### config.mk
export PLATFORM = sky130hd
export DESIGN_NAME = bae_controller
export DESIGN_NICKNAME = d
export VERILOG_FILES = /design/src/rtl/core/bae_pkg.sv /design/src/rtl/core/bae_controller.sv
export SDC_FILE = /design/constraint.sdc
export NUM_CORES = 1
export LEC_CHECK = 0
export ABC_AREA = 1
export BUFFER_PORTS_ARGS = -buffer_cell sky130_fd_sc_hd__buf_2
export CAP_MARGIN = 20
export CORE_ASPECT_RATIO = 1.25
export CORE_UTILIZATION = 49
export CTS_BUF_LIST = sky130_fd_sc_hd__clkbuf_2
export DETAILED_ROUTE_END_ITERATION = 6
export PLACE_DENSITY = 0.77
export SLEW_MARGIN = 20
export SYNTH_ARGS = -nofsm -noshare
export SYNTH_HDL_FRONTEND = slang
export SYNTH_SLANG_ARGS = --single-unit
export TNS_END_PERCENT = 30
### constraint.sdc
create_clock -name clock -period 1.2 [get_ports clock]
set_input_delay 0.18 -clock clock [delete_from_list [all_inputs] [get_ports clock]]
set_output_delay 0.18 -clock clock [all_outputs]
set_load 0.1 [all_outputs]
### src/rtl/core/bae_pkg.sv
// ----------------------------------------------------------------------------
// bae_pkg
// Shared widths, limits, controller states and the command and status words
// passed between the block average error estimator controller and datapath.
// ----------------------------------------------------------------------------
package bae_pkg;

   localparam int SAMPLE_W    = 16;
   localparam int BSIZE_W     = 11;
   localparam int DEV_W       = 16;
   localparam int MAX_SAMPLES = 4096;
   localparam int MAX_BLOCK   = 1024;
   localparam int POS_W       = 10;
   localparam int BSUM_W      = 26;
   localparam int MAG_W       = 26;
   localparam int PROD_W      = 52;
   localparam int S1_W        = 29;
   localparam int S1MAG_W     = 28;
   localparam int S1SQ_W      = 56;
   localparam int S2_W        = 53;
   localparam int CNT_W       = 13;
   localparam int NG_W        = 24;
   localparam int WIDE_W      = 64;
   localparam int STEP_W      = 6;
   localparam int MUL_STEPS   = 13;
   localparam int DIV_STEPS   = 64;
   localparam int SQRT_STEPS  = 32;

   typedef enum logic [3:0] {
      ST_IDLE,
      ST_SQUARE,
      ST_ACCUM,
      ST_PREP,
      ST_NUM,
      ST_DEN_LOAD,
      ST_DEN,
      ST_DIV_LOAD,
      ST_DIV,
      ST_SQRT_LOAD,
      ST_SQRT,
      ST_EMIT
   } state_type;

   typedef struct packed {
      logic accept;
      logic square;
      logic accum;
      logic prep;
      logic mul_step;
      logic den_load;
      logic div_load;
      logic div_step;
      logic sqrt_load;
      logic sqrt_step;
      logic emit;
   } cmd_type;

   typedef struct packed {
      logic closes;
      logic last;
      logic few_blocks;
   } sts_type;

endpackage

### src/rtl/core/bae_controller.sv
// ----------------------------------------------------------------------------
// bae_controller
// Sequencer: takes sample words, orders the block square-accumulate and the
// final multiply, divide and square root steps, and holds the result valid.
// ----------------------------------------------------------------------------
module bae_controller (
   input  logic              clock,
   input  logic              reset,
   input  logic              req_valid,
   output logic              req_ready,
   output logic              rsp_valid,
   input  logic              rsp_ready,
   input  bae_pkg::sts_type  sts,
   output bae_pkg::cmd_type  cmd
);

   bae_pkg::state_type           state_ff, state_in;
   logic [bae_pkg::STEP_W-1:0]   step_ff, step_in;
   logic                         last_ff, last_in;
   logic                         rsp_valid_ff, rsp_valid_in;

   always_ff @(posedge clock) begin
      if (reset) begin
         state_ff     <= bae_pkg::ST_IDLE;
         step_ff      <= '0;
         last_ff      <= 1'b0;
         rsp_valid_ff <= 1'b0;
      end else begin
         state_ff     <= state_in;
         step_ff      <= step_in;
         last_ff      <= last_in;
         rsp_valid_ff <= rsp_valid_in;
      end
   end

   always_comb begin
      state_in     = state_ff;
      step_in      = step_ff;
      last_in      = last_ff;
      rsp_valid_in = rsp_valid_ff && !rsp_ready;
      req_ready    = 1'b0;
      cmd          = '0;
      case (state_ff)
         bae_pkg::ST_IDLE: begin
            req_ready = 1'b1;
            if (req_valid) begin
               cmd.accept = 1'b1;
               last_in    = sts.last;
               if (sts.closes) begin
                  state_in = bae_pkg::ST_SQUARE;
               end else if (sts.last) begin
                  state_in = bae_pkg::ST_PREP;
               end
            end
         end
         bae_pkg::ST_SQUARE: begin
            cmd.square = 1'b1;
            state_in   = bae_pkg::ST_ACCUM;
         end
         bae_pkg::ST_ACCUM: begin
            cmd.accum = 1'b1;
            state_in  = last_ff ? bae_pkg::ST_PREP : bae_pkg::ST_IDLE;
         end
         bae_pkg::ST_PREP: begin
            if (sts.few_blocks) begin
               state_in = bae_pkg::ST_EMIT;
            end else begin
               cmd.prep = 1'b1;
               step_in  = bae_pkg::STEP_W'(bae_pkg::MUL_STEPS - 1);
               state_in = bae_pkg::ST_NUM;
            end
         end
         bae_pkg::ST_NUM: begin
            cmd.mul_step = 1'b1;
            step_in      = step_ff - bae_pkg::STEP_W'(1);
            if (step_ff == '0) begin
               state_in = bae_pkg::ST_DEN_LOAD;
            end
         end
         bae_pkg::ST_DEN_LOAD: begin
            cmd.den_load = 1'b1;
            step_in      = bae_pkg::STEP_W'(bae_pkg::MUL_STEPS - 1);
            state_in     = bae_pkg::ST_DEN;
         end
         bae_pkg::ST_DEN: begin
            cmd.mul_step = 1'b1;
            step_in      = step_ff - bae_pkg::STEP_W'(1);
            if (step_ff == '0) begin
               state_in = bae_pkg::ST_DIV_LOAD;
            end
         end
         bae_pkg::ST_DIV_LOAD: begin
            cmd.div_load = 1'b1;
            step_in      = bae_pkg::STEP_W'(bae_pkg::DIV_STEPS - 1);
            state_in     = bae_pkg::ST_DIV;
         end
         bae_pkg::ST_DIV: begin
            cmd.div_step = 1'b1;
            step_in      = step_ff - bae_pkg::STEP_W'(1);
            if (step_ff == '0) begin
               state_in = bae_pkg::ST_SQRT_LOAD;
            end
         end
         bae_pkg::ST_SQRT_LOAD: begin
            cmd.sqrt_load = 1'b1;
            step_in       = bae_pkg::STEP_W'(bae_pkg::SQRT_STEPS - 1);
            state_in      = bae_pkg::ST_SQRT;
         end
         bae_pkg::ST_SQRT: begin
            cmd.sqrt_step = 1'b1;
            step_in       = step_ff - bae_pkg::STEP_W'(1);
            if (step_ff == '0) begin
               state_in = bae_pkg::ST_EMIT;
            end
         end
         bae_pkg::ST_EMIT: begin
            // wait until the output register is free
            if (!rsp_valid_ff || rsp_ready) begin
               cmd.emit     = 1'b1;
               rsp_valid_in = 1'b1;
               last_in      = 1'b0;
               state_in     = bae_pkg::ST_IDLE;
            end
         end
         default: begin
            state_in = bae_pkg::ST_IDLE;
         end
      endcase
   end

   assign rsp_valid = rsp_valid_ff;

endmodule

==> summary.md, run 1 <==
| Metric | Value |
|---|---|
| Outcome | stopped before the end |
| Exit stage | global routing (5_1_grt) |
| First error | [ERROR DPL-0038] Utilization greater than 100%, impossible to legalize |
| Largest net degree at the start of global routing | 10 |
| Post-synthesis register bit count | 12 |
| CTS Sinks | 12 |
| Synth Instances | 145 |
| Syn avg cell area | 5.730 um^2 |
| Die Y | 48.04 um |
| Placed cell areas | 1369 um^2 |
| Post-DP HPWL | 2.188 mm |
| Fraction of the mapped netlist area in simple logic gates | 39.76% |
| Gp weighted congestion | 0.8132 |
| Placed Cells incl. Taps | 202 |
| Syn_nets | 154 |
| Initial Utilization | 52.53% |
| Synth Warn # | 0 |
| Synth cell types | 18 |
| CTS H-Tree Depth | 1 |
| Longest Clk Path Bufs | 2 |
| Cts bufs inserted | 3 |
| Sequential area share after synthesis | 28.92% |
| Synth Area in XOR/XNOR | 0% |
| CTS root buffer | clkbuf_2 |
| Multiplexer area fraction after synthesis | 0% |
| Worst endpoint after global-route timing repair | cmd[4] |
| Post-Syn Area | 830.8 um^2 |
| Die Span X | 38.83 um |
| Cts hold-fix bufs | 0 |
| PortBufs | 19 |
| Largest family of logic cells by synthesized area | simple AND/OR/NAND/NOR gates |
| Worst EP Category | top-level output |
| Compound-Gate Fraction of Synth Area | 15.66% |
| Io pins | 20 |
| FP Rows | 16 |
| Post-Synth Adder-Cell Area | 3.012% |
[synth_stat cells]
master    number  area [um^2]
buf_1          1        3.750
a211oi_1       1        7.510
nand2_2        4        25.02
ha_1           2        25.02
dfxtp_1       12        240.2
o211ai_1       2        15.01
inv_1         25        93.84
o21ai_1        2        10.01
nand2_1       35        131.4
nor2_1        27        101.4
nand3_1        9        45.04
a21oi_1        9        45.04
nand3b_1       1        7.510
nor3b_1        1        7.510
nor2_2         2        12.51
o21ai_0        9        45.04
inv_2          2        7.510
a21o_1         1        7.510
[through the flow]
| stage | TNS, ns | hold slack [ns] | worst slack [ns] |
|---|---|---|---|
| after CTS | -4.503 | 0.1266 | -0.2889 |
| after detailed placement | -1.981 | 0.4565 | -0.2065 |
| after global placement | -0.8305 | 0.4501 | -0.09765 |
| after floorplan | -3.761 | 0.3253 | -0.3203 |
[timing repair]
action                     in CTS
pin swaps                       5
buffers inserted                5
setup endpoints to repair      23
gates resized for setup        30
[logic make-up after synthesis]
| logic type | after synthesis |
|---|---|
| AOI/OAI and AO/OA | 24 |
| adders and majority gates | 2 |
| buffers and inverters | 28 |
| DFF | 12 |
| and+or+nand+nor | 79 |
==> inputs of run 2 (changes only) <==
Settings changed: CORE_AREA set to 2 2 63 65, CORE_ASPECT_RATIO 1.25 to not set, CORE_UTILIZATION 49 to not set, CTS_BUF_LIST sky130_fd_sc_hd__clkbuf_2 to not set, DIE_AREA set to 0 0 65 67, PLACE_DENSITY 0.77 to not set, PLACE_DENSITY_LB_ADDON set to 0.15.
Clock period 1.2 ns to 1.56 ns, I/O delays scaled along.
==> run 2 against run 1 <==
  * The flow now finishes without violations
  * Synthesized cell count stayed put
  * Area after synthesis unchanged
==> summary.md, run 2 <==
| Metric | Value |
|---|---|
| Final period utilization | 95.90% |
| WL/cell | 10.37 um |
| Post-synthesis register bit count | 12 (unchanged) |
| Biggest register | step_ff |
| Fill count | 385 |
| F_max | 668.5 MHz |
| Final Skew | 0.001045 ns |
| Cts bufs inserted | 3 (unchanged) |
| Share of cells above drive strength 1 | 30.18% |
| Largest registers | step_ff x6, state_ff x4 |
| Die area | 4355 um^2 |
| Peak VDD IR | 0.0006582 V |
| Worst-path clk slew | 0.05 ns |
| Multiplexer area fraction after synthesis | 0% (unchanged) |
| CP Data Required Time | 1.33 ns |
| CTS root buffer | clkbuf_8 |
| Worst setup path endpoint | cmd[0] |
| Synth Instances | 145 (unchanged) |
| Top FF cell, synth | dfxtp_1 |
| FF-to-FF End | step_ff[4] |
| Final wirelength | 2.251 mm |
| Compound-Gate Fraction of Synth Area | 15.66% (unchanged) |
| Clock Latency Late Sink | 0.24 ns |
| DR pass1 iterations | 4 |
| Gp weighted congestion | 0.8674 (+6.7%) |
| Pwr Density | 1958 nW/um^2 |
| Initial Utilization | 23.04% (-29 points) |
| Ant. Diodes | 0 |
| Die Span X | 65 um (+67%) |
| WP depth | 6 |
| Syn_nets | 154 (unchanged) |
| Max-Cap Viols | 0 |
| WP buf/inv | 3 |
| Synth cell types | 18 (unchanged) |
| CP cell instances | inv_2 -> nand2_4 -> nor2_4 -> nand2_1 -> inv_1 -> buf_12 |
| Gr ovfl total | 0 |
| Asr flop ratio synth | 0% (unchanged) |
| Starting DRT DRC Count | 24 |
| CTS Sinks | 12 (unchanged) |
| Placed Cells incl. Taps | 213 (+5.4%) |
| Syn avg cell area | 5.730 um^2 (unchanged) |
| Post-synth EDFFs | 0 (unchanged) |
| Final Hold Fails | 0 |
| Setup violators final | 0 |
| First-pass GRT wire length | 3.912 mm |
| Io pins | 20 (unchanged) |
| DRC viols | 0 |
| Average vias per placed instance | 4.382 |
| Tightest Pin Transition | 0.4835 ns |
| Sequential area share after synthesis | 28.92% (unchanged) |
| Area leader, netlist | dfxtp_1 |
| Flip-flop count of the largest register after layout | 6 |
| Non-filler cells, final | 217 |
| Final Cell Area | 1309 um^2 |
| Final nets | 179 |
| Post-synth top area share | 28.92% (unchanged) |
| Area grow syn2layout | 57.53% |
| Slew Viols, Final | 0 |
| CP Class | reg -> out |
| Most frequent cells in the layout | 32 x nand2_1, 23 x inv_1, 19 x nor2_1, 12 x buf_12 |
| Pleak | 0.6563 nW |
| FP Rows | 22 (+6) |
| Min cycle time layout | 1.496 ns |
| Largest net degree at the start of global routing | 10 |
| Worst Setup SP | state_ff[2] |
| Worst Reg2Reg Path Length in Cells | 7 |
| CP Launch Type | flip-flop |
| Overall Global Routing Usage | 11.30% |
| Commonest non-fill, non-tap cell in the layout | nand2_1 |
| Core box area | 3606 um^2 |
| Hold Slack | 0.2583 ns |
| Placed cell areas | 1214 um^2 (-11%) |
| Vias post-DR | 951 |
| CTS H-Tree Depth | 1 (unchanged) |
| Largest cells by area after synthesis | dfxtp_1 29%, nand2_1 16%, nor2_1 12% |
| RR Startpoint | state_ff[3] |
| Post-Syn Area | 830.8 um^2 (unchanged) |
| PortBufs | 19 (unchanged) |
| Synth Warn # | 0 (unchanged) |
| Crit path max-delay family | buffers and inverters |
| Post-Synth Adder-Cell Area | 3.012% (unchanged) |
| Synth Area in XOR/XNOR | 0% (unchanged) |
| CTS tree | done |
| CP endpoint kind | primary output |
| Slew HR | 67.99% |
| Count leader, synth | nand2_1 |
| Initial antenna violation count | 0 |
| Cts hold-fix bufs | 0 (unchanged) |
| Routed Antenna Nets | 0 |
| Longest Clk Path Bufs | 2 (unchanged) |
| Vias in the first global route | 975 |
| Die Y | 67 um (+39%) |
| Largest family of logic cells by synthesized area | simple AND/OR/NAND/NOR gates |
| Synth top cells by count | 35 x nand2_1, 27 x nor2_1, 25 x inv_1 |
| Hold crit path type | in -> reg |
| Max FO, Critical Path | 6 |
| Outcome | finished clean |
| CP max stage delay | 0.34 ns |
| R2R Setup Slk | 0.20 ns |
| Post-DP HPWL | 1.868 mm (-15%) |
| CP max-delay cell | dfxtp_2 |
| Crit path DAT | 1.26 ns |
| Fraction of the mapped netlist area in simple logic gates | 39.76% (unchanged) |
run 2: cell families after synthesis:
| family | count (synthesis) |
|---|---|
| adder cells (fa/ha/maj) | 2 |
| buffers and inverters | 28 |
| AO/OA/AOI/OAI | 24 |
| AND/OR/NAND/NOR | 79 |
| flip-flops | 12 |
run 2: area by class of cell:
cell class | count | area (um^2) | share of cell area, %
inverters | 27 | 101.3 | 7.744
clock buffers | 4 | 55.05 | 4.206
flip-flops and latches | 12 | 249.0 | 19.02
well taps | 48 | 60.06 | 4.589
repair buffers | 21 | 290.3 | 22.18
multi-input cells | 105 | 553.0 | 42.26
run 2: per-stage QoR:
| step | power (mW) | setup TNS (ns) | util, % | setup WS [ns] |
|---|---|---|---|---|
| floorplan | 1.645 | -0.3708 | - | -0.1303 |
| global placement | 2.150 | 0 | 33.66 | 0.1733 |
| detailed placement | 2.168 | 0 | 33.66 | 0.1410 |
| CTS | 2.538 | -0.01362 | 35.60 | -0.01362 |
| global route | 2.768 | -0.002243 | 36.29 | -0.002243 |
| finish | 2.563 | 0 | 36.29 | 0.06404 |
run 2: report_power, final:
part	switching [mW]	leakage (nW)	internal, mW
clock network	0.110	0.0288	0.223
registers	0.107	0.100	0.402
logic	1.13	0.527	0.587
run 2: worst min path at each step:
| stage | from | endpoint | slack (ns) | depth (start not counted) |
|---|---|---|---|---|
| 6_report | sts[1] | last_ff | 0.26 | 3 |
| 5_1_grt | sts[1] | last_ff | 0.27 | 3 |
| 4_1_cts | sts[1] | last_ff | 0.26 | 3 |
| 3_5_place_dp | step_ff[1] | step_ff[1] | 0.48 | 2 |
| 3_3_place_gp | step_ff[1] | step_ff[1] | 0.48 | 2 |
| 2_1_floorplan | sts[1] | last_ff | 0.38 | 2 |
run 2: repair_timing:
item | in CTS | in global routing
endpoints found under the setup margin | 3 | 7
buffers inserted | 0 | 0
pin swaps | 0 | 1
gates resized for setup | 6 | 10
hold endpoints to repair | 0 | 0
run 2: worst reg2reg max path, cell delays in order (launching register included):
cell and delay, ns:
dfxtp_2 0.39, inv_2 0.07, nand2_1 0.15, nand2_1 0.10, nand2_1 0.19, o21ai_0 0.13
o21ai_0 0.16, inv_1 0.06
run 2: layer usage:
layer	up-vias	share of wire (%)	global-route usage (%)	routed length, um
met3	4	2.7	1.689	61
met2	15	53	22.42	1190
met1	430	43	12.24	964
met5	-	0	0	0
met4	0	1.6	3.191	36
li1	502	-	-	-
Note: power is estimated with default switching activity, not from simulation.
==> inputs of run 3 (changes only) <==
Settings changed: SETUP_SLACK_MARGIN set to 0.3.
==> run 3 against run 2 <==
  * First-iteration DRC count increased by 8.3%
  * Worst setup slack improved by 0.040 ns
  * Cell area increased by 20%
  * Hold slack improved by 0.0015 ns
  * Clock skew increased by 0.00079 ns
  * Combinational power increased by 21%
  * Maximum frequency increased by 2.8%
  * Utilization increased by 7.3 points
  * Sequential cell count unchanged
  * Global-route usage decreased by 0.13 points
  * Total power increased by 16%
  * Clock power about the same
==> summary.md, run 3 (synthesized netlist as in run 2, its figures left out) <==
| Metric | Value |
|---|---|
| Met1 Routed Length | 994 um (+3.1%) |
| F_max | 687.1 MHz (+2.8%) |
| Tightest Pin Transition | 0.4844 ns (+0.0009327 ns) |
| DRC viols | 0 (unchanged) |
| CP Launch Type | flip-flop |
| Slew HR | 67.93% (about the same) |
| Commonest non-fill, non-tap cell in the layout | nand2_1 |
| Longest Clk Path Bufs | 2 (unchanged) |
| Met3 Routed Length | 80 um (+31%) |
| Net Sw Power | 1.549 mW (+15%) |
| Final wirelength | 2.440 mm (+8.4%) |
| Slew Viols, Final | 0 (unchanged) |
| Ant. Diodes | 0 (unchanged) |
| CTS root buffer | clkbuf_8 |
| Worst Setup SP | state_ff[2] |
| Initial antenna violation count | 0 (unchanged) |
| Worst-path clk slew | 0.05 ns (about the same) |
| Peak VDD IR | 0.0006608 V (+0.40%) |
| Cts bufs inserted | 3 (unchanged) |
| Starting DRT DRC Count | 26 (+8.3%) |
| WL/cell | 10.61 um (+2.3%) |
| Average vias per placed instance | 4.543 (+3.7%) |
| CTS H-Tree Depth | 1 (unchanged) |
| RSZ-0062 raised after global routing | true |
| Flip-flop count of the largest register after layout | 6 (unchanged) |
| Vias in the first global route | 941 (-3.5%) |
| Crit path DAT | 1.22 ns (-0.04 ns) |
| Biggest register | step_ff |
| Min cycle time layout | 1.455 ns (-0.04049 ns) |
| Worst Reg2Reg Path Length in Cells | 10 (+3) |
| Hold Path Depth | 3 (unchanged) |
| CP max-delay cell | dfxtp_4 |
| Core box area | 3606 um^2 (unchanged) |
| Initial Utilization | 23.04% (unchanged) |
| Die Y | 67 um (unchanged) |
| Max FO, Critical Path | 5 (-1) |
| WP depth | 5 (-1) |
| Area grow syn2layout | 89.16% |
| Final Skew | 0.001832 ns (+0.0007870 ns) |
| Clock Latency Late Sink | 0.24 ns (about the same) |
| RR Startpoint | state_ff[0] |
| Highest metal used | met4 |
| CTS tree | done |
| Routed Antenna Nets | 0 (unchanged) |
| Fill count | 378 (-1.8%) |
| Share of cells above drive strength 1 | 48.90% (+19 points) |
| Hold Slack | 0.2597 ns (+0.001485 ns) |
| TNS Setup | 0 ns (unchanged) |
| CP cell instances | inv_6 -> nand2_2 -> buf_6 -> nor2_4 -> buf_12 |
| Largest registers | step_ff x6, state_ff x4 |
| Final nets | 192 (+7.3%) |
| Sw Ratio | 52.30% (-0.43 points) |
| Crit path max-delay family | buffers and inverters |
| Metal2 WL | 1.351 mm (+14%) |
| CP endpoint kind | primary output |
| Seq pwr share | 18.4% (-1.5 points) |
| FP Rows | 22 (unchanged) |
| Die Span X | 65 um (unchanged) |
| Clock share of power | 11.3% (-1.7 points) |
| Hold crit path type | in -> reg |
| Io pins | 20 (unchanged) |
| Min-delay src | sts[1] |
| Setup violators final | 0 (unchanged) |
| Placed Cells incl. Taps | 214 (+0.47%) |
| Gate power share | 70.3% (+3.1 points) |
| Pleak | 0.7491 nW (+14%) |
| Gr ovfl total | 0 (unchanged) |
| WP buf/inv | 3 (unchanged) |
| CTS Sinks | 12 (unchanged) |
| First-pass GRT wire length | 3.905 mm (-0.18%) |
| Max-Cap Viols | 0 (unchanged) |
| Outcome | finished clean |
| Largest net degree at the start of global routing | 10 (unchanged) |
| Most frequent cells in the layout | 26 x nand2_1, 16 x inv_1, 12 x nor2_4, 12 x nor2_1, 12 x buf_12 |
| Final period utilization | 93.30% (-2.6 points) |
| Non-filler cells, final | 230 (+6.0%) |
| PortBufs | 19 (unchanged) |
| Final Hold Fails | 0 (unchanged) |
| Gp weighted congestion | 0.9153 (+5.5%) |
| Vias post-DR | 1,045 (+9.9%) |
| CP max stage delay | 0.37 ns (+0.03 ns) |
| CP Data Required Time | 1.33 ns (about the same) |
| DR pass1 iterations | 4 (unchanged) |
| Overall Global Routing Usage | 11.17% (-0.13 points) |
| CP Class | reg -> out |
| P_int | 1.413 mW (+17%) |
| Post-DP HPWL | 1.922 mm (+2.9%) |
| Die area | 4355 um^2 (unchanged) |
| Pwr Density | 1885 nW/um^2 (-3.7%) |
-- run 3: cell count changes in the layout (fill, tap and decap cells not counted), moves of 4 or more --
cell	change
nand2_1	-6
buf_4	+9
nor2_4	+6
inv_1	-7
nor2_1	-7
buf_6	+4
dfxtp_4	+4
-- run 3: layout make-up --
class / count / area, um^2 / area share (%)
clock buffer: 4 / 55.05 / 3.503
inverter: 27 / 125.1 / 7.962
multi-input combinational: 105 / 668.1 / 42.52
sequential: 12 / 260.3 / 16.56
tap: 48 / 60.06 / 3.822
timing repair buffer: 34 / 402.9 / 25.64
-- run 3: path summary, 6_finish.rpt --
check	to	slack [ns]
max	cmd[8]	0.10
min	last_ff	0.26
max reg2reg	step_ff[4]	0.17
min reg2reg	step_ff[1]	0.51
-- run 3: metal layers --
layer  track usage, %  vias up
li1                 -      532
met1            12.68      491
met2            21.52       20
met3            1.689        2
met4            2.926        0
met5                0        -
-- run 3: worst reg2reg max path: stages, from the launching register on --
cell	delay, ns
dfxtp_4	0.38
nand2_4	0.12
buf_6	0.12
buf_6	0.09
nand2_1	0.04
nand2_1	0.06
nand2_1	0.08
nand2_4	0.10
nor2_1	0.04
o21ai_0	0.18
inv_1	0.06
-- run 3: power groups by stage --
stage	registers, mW	logic [mW]	clock network (mW)
5_1_grt	0.556	2.23	0.362
3_3_place_gp	0.474	1.76	0
6_report	0.546	2.08	0.335
2_1_floorplan	0.458	1.25	0
3_5_place_dp	0.474	1.76	0
4_1_cts	0.519	1.85	0.346
-- run 3: through the flow --
| stage | worst slack (ns) | area [um^2] | util (%) | total power [mW] |
|---|---|---|---|---|
| final | 0.1045 | 1572 | 43.58 | 2.963 |
| after global routing | 0.05083 | 1572 | 43.58 | 3.151 |
| after CTS | 0.08990 | 1410 | 39.10 | 2.710 |
| after detailed placement | 0.1542 | 1250 | 34.66 | 2.236 |
| after global placement | 0.1618 | 1250 | 34.66 | 2.229 |
| after floorplan | 0.03969 | 910.9 | - | 1.709 |
-- run 3: what timing repair did --
action                                  4_1_cts  5_1_grt
hold endpoints to repair                      0        0
gates resized for setup                      24       28
buffers inserted                              5        7
pin swaps                                     5       15
hold buffers                                  0        0
endpoints found under the setup margin       22       22
==> inputs of run 4 (changes only) <==
Settings changed: CELL_PAD_IN_SITES_DETAIL_PLACEMENT set to 1, CELL_PAD_IN_SITES_GLOBAL_PLACEMENT set to 1.
==> run 4 against run 3 <==
  * Utilization decreased by 0.21 points
  * Count of clock-buffer cells in the layout unchanged
  * Critical path depth did not move
  * Sequential power fell by 1%
  * Global-route usage rose by 3.4 points
  * Routed wire length increased by 21%
  * Largest cell class unchanged
  * Highest routed layer unchanged
==> summary.md, run 4 (synthesized netlist as in run 2, its figures left out) <==
| Metric | Value |
|---|---|
| Outcome | finished clean |
| Initial Utilization | 23.04% (unchanged) |
| Max-Cap Viols | 0 (unchanged) |
| CTS H-Tree Depth | 1 (unchanged) |
| Io pins | 20 (unchanged) |
| Core box area | 3606 um^2 (unchanged) |
| Overall Global Routing Usage | 14.54% (+3.4 points) |
| TNS Setup | 0 ns (unchanged) |
| Largest net degree at the start of global routing | 10 (unchanged) |
| CTS root buffer | clkbuf_8 |
| R2R Setup Slk | 0.19 ns (+0.02 ns) |
| Seq pwr share | 17.9% (-0.5 points) |
| Hold crit path type | in -> reg |
| DR pass1 iterations | 4 (unchanged) |
| Tightest Pin Transition | 0.4869 ns (+0.002454 ns) |
| Gr busiest metal | met2 |
| Post-DP HPWL | 2.268 mm (+18%) |
| Vias in the first global route | 1,073 (+14%) |
| Flip-flop count of the largest register after layout | 6 (unchanged) |
| Slew HR | 67.76% (-0.16 points) |
| Final nets | 189 (-1.6%) |
| CP max-delay cell | dfxtp_4 |
| DP Worst Slack | 0.1158 ns (-0.03848 ns) |
| Final core occ | 43.37% (-0.21 points) |
| Pleak | 0.7400 nW (-1.2%) |
| Starting DRT DRC Count | 55 (+110%) |
| CTS Sinks | 12 (unchanged) |
| Gr ovfl total | 0 (unchanged) |
| Met3 Usage GRT | 2.196% (+0.51 points) |
| Cts hold-fix bufs | 0 (unchanged) |
| Share of cells above drive strength 1 | 48.60% (-0.30 points) |
| Die Y | 67 um (unchanged) |
| Most frequent cells in the layout | 24 x nand2_1, 17 x inv_1, 13 x nor2_4, 13 x nor2_1, 11 x buf_12 |
| Clock Latency Late Sink | 0.24 ns (about the same) |
| Longest Clk Path Bufs | 2 (unchanged) |
| Die area | 4355 um^2 (unchanged) |
| Fill count | 443 (+17%) |
| FP Rows | 22 (unchanged) |
| WP buf/inv | 3 (unchanged) |
| Hold Slack | 0.2600 ns (+0.0002760 ns) |
| CP Class | reg -> out |
| Worst-path clk slew | 0.06 ns (about the same) |
| GRT met2 Usage | 29.51% (+8.0 points) |
| P_int | 1.416 mW (+0.23%) |
| Cts bufs inserted | 3 (unchanged) |
| Setup violators final | 0 (unchanged) |
| DRC viols | 0 (unchanged) |
| Final Skew | 0.004817 ns (+0.002984 ns) |
| Biggest register | step_ff |
| Gp weighted congestion | 0.8367 (-8.6%) |
| Final wirelength | 2.943 mm (+21%) |
| Average vias per placed instance | 4.573 (+0.64%) |
| First-pass GRT wire length | 4.857 mm (+24%) |
| CP Launch Type | flip-flop |
| Final period utilization | 94.22% (+0.92 points) |
| Routed Antenna Nets | 0 (unchanged) |
| Met1 usage | 15.26% (+2.6 points) |
| CP Data Required Time | 1.33 ns (about the same) |
| Crit path max-delay family | buffers and inverters |
| Peak VDD IR | 0.0005315 V (-20%) |
| Pwr Total | 3.008 mW (+1.5%) |
| Initial antenna violation count | 0 (unchanged) |
| Min cycle time layout | 1.470 ns (+0.01430 ns) |
| Post-route worst setup slack | 0.09022 ns (-0.01430 ns) |
| CTS tree | done |
| Area grow syn2layout | 88.25% |
| RSZ-0062 raised after global routing | true |
| Net Sw Power | 1.592 mW (+2.7%) |
| CP endpoint kind | primary output |
| Largest registers | step_ff x6, state_ff x4 |
| Die Span X | 65 um (unchanged) |
| Sw Ratio | 52.92% (+0.62 points) |
| PortBufs | 19 (unchanged) |
| Vias post-DR | 1,038 (-0.67%) |
| Commonest non-fill, non-tap cell in the layout | nand2_1 |
| Final Hold Fails | 0 (unchanged) |
| F_max | 680.4 MHz (-0.97%) |
| Crit path DAT | 1.24 ns (+0.02 ns) |
| Max FO, Critical Path | 5 (unchanged) |
| CP cell instances | inv_4 -> nand2_4 -> buf_6 -> nor2_4 -> buf_12 |
| Gate power share | 70.7% (+0.4 points) |
| Ant. Diodes | 0 (unchanged) |
| CP max stage delay | 0.38 ns (about the same) |
| Slew Viols, Final | 0 (unchanged) |
| Pwr Density | 1923 nW/um^2 (+2.0%) |
| Clock share of power | 11.3% (about the same) |
| WL/cell | 12.96 um (+22%) |
-- run 4: cell types whose count changed in the layout (fill, tap and decap cells not counted), moves of 2 or more --
cell     change
nand3_1      -2
nand2_4      +2
nand2_1      -2
nor2_2       -2
-- run 4: metal layers --
metal	routed length, um	share of wire (%)	vias up
met5	0	0	-
li1	-	-	520
met2	1716	58	11
met1	1153	39	505
met4	13	0.44	0
met3	60	2.0	2
-- run 4: power groups by stage --
stage,logic (mW),clock network (mW),registers (mW)
6_report,2.13,0.341,0.540
5_1_grt,2.27,0.373,0.558
4_1_cts,1.88,0.350,0.515
3_5_place_dp,1.80,0,0.481
3_3_place_gp,1.78,0,0.476
2_1_floorplan,1.25,0,0.458
-- run 4: through the flow --
step | cell area, um^2 | instances
detailed placement | 1257 | 215
finish | 1564 | 227
global route | 1564 | 227
floorplan | 910.9 | 145
global placement | 1257 | 215
CTS | 1395 | 223
-- run 4: worst register-to-register path, stage by stage, from the launching register on --
cell,delay [ns]
dfxtp_4,0.38
inv_4,0.10
nand2_4,0.06
nor2_4,0.11
nand2_2,0.08
buf_4,0.15
nand2_2,0.10
inv_2,0.08
o21ai_1,0.12
a21oi_1,0.07
-- run 4: area by class of cell --
cell class	instances	area, um^2	area share, %
Clock buffer	4	55.05	3.520
Timing Repair Buffer	31	364.1	23.28
Tap cell	48	60.06	3.840
Multi-Input combinational cell	105	703.2	44.96
Inverter	27	122.6	7.840
Sequential cell	12	259.0	16.56
-- run 4: repair_timing --
action | in CTS | in global routing
endpoints found under the setup margin | 22 | 22
resized for setup | 20 | 35
pin swaps | 5 | 12
buffers inserted | 4 | 4
-- run 4: final timing paths --
path                                  start    endpoint  cells past startpoint
worst max-delay path            state_ff[3]      cmd[8]                      5
worst max register to register  state_ff[3]  step_ff[2]                      9
worst min-delay path                 sts[1]     last_ff                      3
worst min register to register   step_ff[1]  step_ff[1]                      2
